<file path="config.mk">
export PLATFORM = sky130hd
export DESIGN_NAME = sqs_queue
export DESIGN_NICKNAME = d
export VERILOG_FILES = /design/src/hdl/sqs_queue.sv
export SDC_FILE = /design/constraint.sdc
export NUM_CORES = 1
export LEC_CHECK = 0
export ABC_AREA = 1
export BUFFER_PORTS_ARGS = -buffer_cell sky130_fd_sc_hd__buf_2
export CAP_MARGIN = 20
export CELL_PAD_IN_SITES_DETAIL_PLACEMENT = 2
export CELL_PAD_IN_SITES_GLOBAL_PLACEMENT = 2
export CORE_MARGIN = 3
export CORE_UTILIZATION = 34
export DETAILED_ROUTE_END_ITERATION = 10
export GPL_TIMING_DRIVEN = 0
export PLACE_DENSITY = 0.86
export SLEW_MARGIN = 20
export SYNTH_ARGS = -nofsm -noshare
export SYNTH_HDL_FRONTEND = slang
export SYNTH_SLANG_ARGS = --single-unit
</file>
<file path="constraint.sdc">
create_clock -name clk_i -period 1.8 [get_ports clk_i]
set_clock_uncertainty 0.05 [all_clocks]
set_input_delay 0.09 -clock clk_i [delete_from_list [all_inputs] [get_ports clk_i]]
set_output_delay 0.09 -clock clk_i [all_outputs]
set_load 0.03 [all_outputs]
</file>
<file path="src/hdl/sqs_queue.sv">
// ----------------------------------------------------------------------------
// Sprite quad setup job queue
// Two-entry register queue between the front and back parts.
// ----------------------------------------------------------------------------
module sqs_queue #(
  parameter int W = 8
) (
  input  logic         clk_i,
  input  logic         rst_ni,
  input  logic         push_i,
  input  logic [W-1:0] push_data_i,
  output logic         full_o,
  input  logic         pop_i,
  output logic         valid_o,
  output logic [W-1:0] pop_data_o
);

  logic [W-1:0] mem_q [2];
  logic         wr_ptr_q, rd_ptr_q;
  logic [1:0]   count_q;

  assign full_o     = (count_q == 2'd2);
  assign valid_o    = (count_q != 2'd0);
  assign pop_data_o = mem_q[rd_ptr_q];

  always_ff @(posedge clk_i) begin
    if (push_i) begin
      mem_q[wr_ptr_q] <= push_data_i;
    end
  end

  always_ff @(posedge clk_i or negedge rst_ni) begin
    if (!rst_ni) begin
      wr_ptr_q <= 1'b0;
      rd_ptr_q <= 1'b0;
      count_q  <= 2'd0;
    end else begin
      if (push_i) begin
        wr_ptr_q <= ~wr_ptr_q;
      end
      if (pop_i) begin
        rd_ptr_q <= ~rd_ptr_q;
      end
      case ({push_i, pop_i})
        2'b10:   count_q <= count_q + 2'd1;
        2'b01:   count_q <= count_q - 2'd1;
        default: count_q <= count_q;
      endcase
    end
  end

endmodule

</file>
==> run summary <==
The worst setup path is of the input port to flip-flop kind. The count of routing violations after the opening detailed-route iteration is 18, and the deepest level of the CTS H-tree is 1. Across all register-to-register paths, the minimum setup slack is 380 ps. The initial standard-cell utilization of the core is 36.6%, and the number of max-cap violations is 0. The first-pass iteration count of the detailed router came out at 4.

Of the available clock period, the critical path in the final layout requires 81.9%. The number of synthesized register bits was 20. The congestion estimate from routability-driven global placement came to 0.643. The capture instance of the worst register-to-register path is mem_q[0][0]$_DFFE_PP_. For the antenna cell count, the log shows 0. The post-cts sizing count was 0. The tools report the max-slew violation count as 0. The origin of the critical flop-to-flop path was wr_ptr_q$_DFFE_PN0P_. In this run the deepest clock path goes through 2 buffers. The die outline height came out at 55.3 µm. Among all flip-flop cells after synthesis, the most frequent one is sky130_fd_sc_hd__edfxtp_1. For this run, the number of Yosys warnings is 0. Setup violations remaining at the end of the flow were counted as 0. After routing, the total negative slack on setup checks comes to 0 ps. The region available for standard cell placement spans 0.00225 mm².

The worst reg-to-reg path cell count was 1. STA classifies the critical path startpoint as an input port. For the number of ports placed on the die boundary, the log shows 22. Walking the worst path, the cells encountered are dlygate4sd3_1 > buf_2 > inv_1 > nor2_1. The count of final hold-check violations came out at 0. For the count of unique library cells instantiated by Yosys, the log shows 14. The detail route stage leaves a number of antenna-violating nets equal to 0. Yosys attributes the largest share of cell area to sky130_fd_sc_hd__edfxtp_1, sky130_fd_sc_hd__dfrtp_1, sky130_fd_sc_hd__inv_1.

Measured along the x axis, the die boundary spans 55.3 µm. The largest individual stage delay along the critical path comes from the cell sky130_fd_sc_hd__nor2_1. For the register cell area after layout, the log shows 581 µm². When the netlist entered floorplanning its net count stood at 79. The slew at the pin closest to its max-slew limit works out to 742 ps. Summed over all cells, the static leakage comes to 0.512 nW. After detailed routing, the number of remaining DRC violations is 0. The cell sitting at the root of the clock tree is a sky130_fd_sc_hd__clkbuf_4. The clock transition at the registers of the reported paths is 120 ps, and the number of nets at the end of the flow is 116. The clock latency reported for the late side of the worst-skew pair was 290 ps. The total standard cell area after synthesis is 826 µm².

For this run, the top clock speed supported by timing is 679 MHz. The number of standard cells in the layout, taps in and fillers out is 130, and the final routed wirelength across all metal layers is 1880 µm. After technology mapping, the gate count stands at 66.

At the worst endpoint, the required time is 1690 ps. Counting tap cells, the placed design contains a total of 115 instances. The peak per-stage delay on the critical path came out at 570 ps. OpenSTA, run right after detailed placement, puts the worst setup slack at 365 ps.

The floorplan has 17 rows. Setup repair after global routing left no endpoint under its margin. In the routed layout, each cell is associated on average with a via count of 4.55. The clock period could shrink to 1470 ps. Sequential elements use 70.3% of the synthesized area. For the worst endpoint data arrival time, the log shows 1360 ps. The initial antenna violation count was 0; the fraction of synthesis flops using an asynchronous set or reset pin was 20.0%. The HPWL after detailed placement is 1380 µm. The final worst setup slack was 326 ps; the cell area power density was 1540 mW/mm². CTS saw 20 sinks. Of all cell types, the one taking the most synthesized area is sky130_fd_sc_hd__edfxtp_1. Share of post-route cells with drive strength above 1: 29.4%. The top cell type by area accounts for 58.2% of the synthesized area. During placement, the flow inserted port buffers numbering 21. Detailed routing inserted a total of 591 vias.

The run finished with clean final reports. After detailed routing, the average wire length per cell comes to 14.5 µm. Counting flops with a built-in enable in the synthesized netlist gives 16.

Measured against its own limit, the worst slew margin works out to 50.3%. Across every metal layer, demand over resource in global routing totals 13.4%. The die footprint came out at 0.00306 mm². TritonCTS built the clock tree. The layout overhead on the synthesized area came out at 34.7%. Total grt overflow: 0. Entering global routing, the biggest net connects 12 pins. The multi-input combinational cells in the finished layout cover a total of 161 µm². Counting the buffers created by CTS gives 3. The worst setup path is captured at a flip-flop.

A synthesized cell averages 12.5 µm². For the number of global-route vias before repair, the log shows 690. The most numerous cell in the Yosys netlist is sky130_fd_sc_hd__edfxtp_1. After synthesis, the most frequently instantiated cells are sky130_fd_sc_hd__edfxtp_1, sky130_fd_sc_hd__inv_1, sky130_fd_sc_hd__nand2_1, sky130_fd_sc_hd__o21ai_0, sky130_fd_sc_hd__dfrtp_1. The highest net fanout along the worst path came out at 8. The run gives 240 as the number of fill cells in the layout.

The worst hold-check path type is input port to asynchronous set/reset pin. The run gives 62.6 ps as the worst-case hold slack. The worst supply voltage drop on vdd is 0.690 mV, and the wire length of the first global-routing pass is 3260 µm.
[worst max-delay path, delay by kind of cell]
family / cells / cell delay [ps]
buf+inv: 3 / 710
simple gates: 1 / 570
[layer usage]
metal / global-route usage, % / up-vias / share of wire, %
li1: - / 285 / -
met1: 14.4 / 290 / 39
met2: 25.7 / 16 / 56
met3: 3.50 / 0 / 5.5
met4: 3.13 / 0 / 0
met5: 0 / - / 0
[report_power, final]
part           leakage, nW  switching [mW]  internal, mW
combinational        0.294           0.510         0.254
clock               0.0210           0.138         0.123
sequential           0.197          0.0551         0.628
[layout by cell type (no fill, tap or decap), drive strengths merged]
cell,instances
buf,23
clkbuf,4
dfrtp,4
dlygate4sd3,11
edfxtp,16
ha,1
inv,14
nand2,14
nand3,1
nand4,1
nor2,2
o21ai,8
xnor2,1
xor2,2
[logic make-up (layout without fill, tap and decap cells)]
group | after synthesis | after routing | synth area share [%]
DFF | 20 | 20 | 70.3
and+or+nand+nor | 18 | 18 | 8.64
buffers and inverters | 16 | 52 | 10.2
AOI/OAI and AO/OA | 8 | 8 | 6.21
xor gates and xnor gates | 3 | 3 | 3.18
adders and majority gates | 1 | 1 | 1.51
[sequential cells by signal (all words and copies together) (netlist names)]
register and flops:
mem_q 16, count_q 2, rd_ptr_q 1, wr_ptr_q 1
[per-stage QoR]
step           util, %  cell area, µm²  total power, mW
3_5_place_dp      42.8             966             1.45
5_1_grt           49.3            1110             1.82
6_report          49.3            1110             1.71
3_3_place_gp      42.8             966             1.40
2_1_floorplan        -             826             1.22
4_1_cts           49.3            1110             1.72
[timing repair]
item	in CTS	in global routing
setup endpoints to repair	0	0
hold buffers	11	0
buffers inserted	0	0
hold endpoints to repair	22	0
[final cells by class]
class,instances,area share (%)
sequential,20,52.2
timing repair buffer,32,19.3
multi-input combinational,30,14.5
inverter,14,4.72
clock buffer,4,3.26
tap,28,3.15
buffer,2,2.81
[worst max-delay path by stage]
stage	startpoint	to
after CTS	push_i	mem_q[0][6]$_DFFE_PP_
after global placement	wr_ptr_q$_DFFE_PN0P_	mem_q[0][6]$_DFFE_PP_
after global routing	push_i	mem_q[0][7]$_DFFE_PP_
final	push_i	mem_q[0][0]$_DFFE_PP_
after floorplan	rd_ptr_q$_DFFE_PN0P_	pop_data_o[0]
after detailed placement	wr_ptr_q$_DFFE_PN0P_	mem_q[0][6]$_DFFE_PP_
No activity file was read; power rests on OpenSTA's default activity.
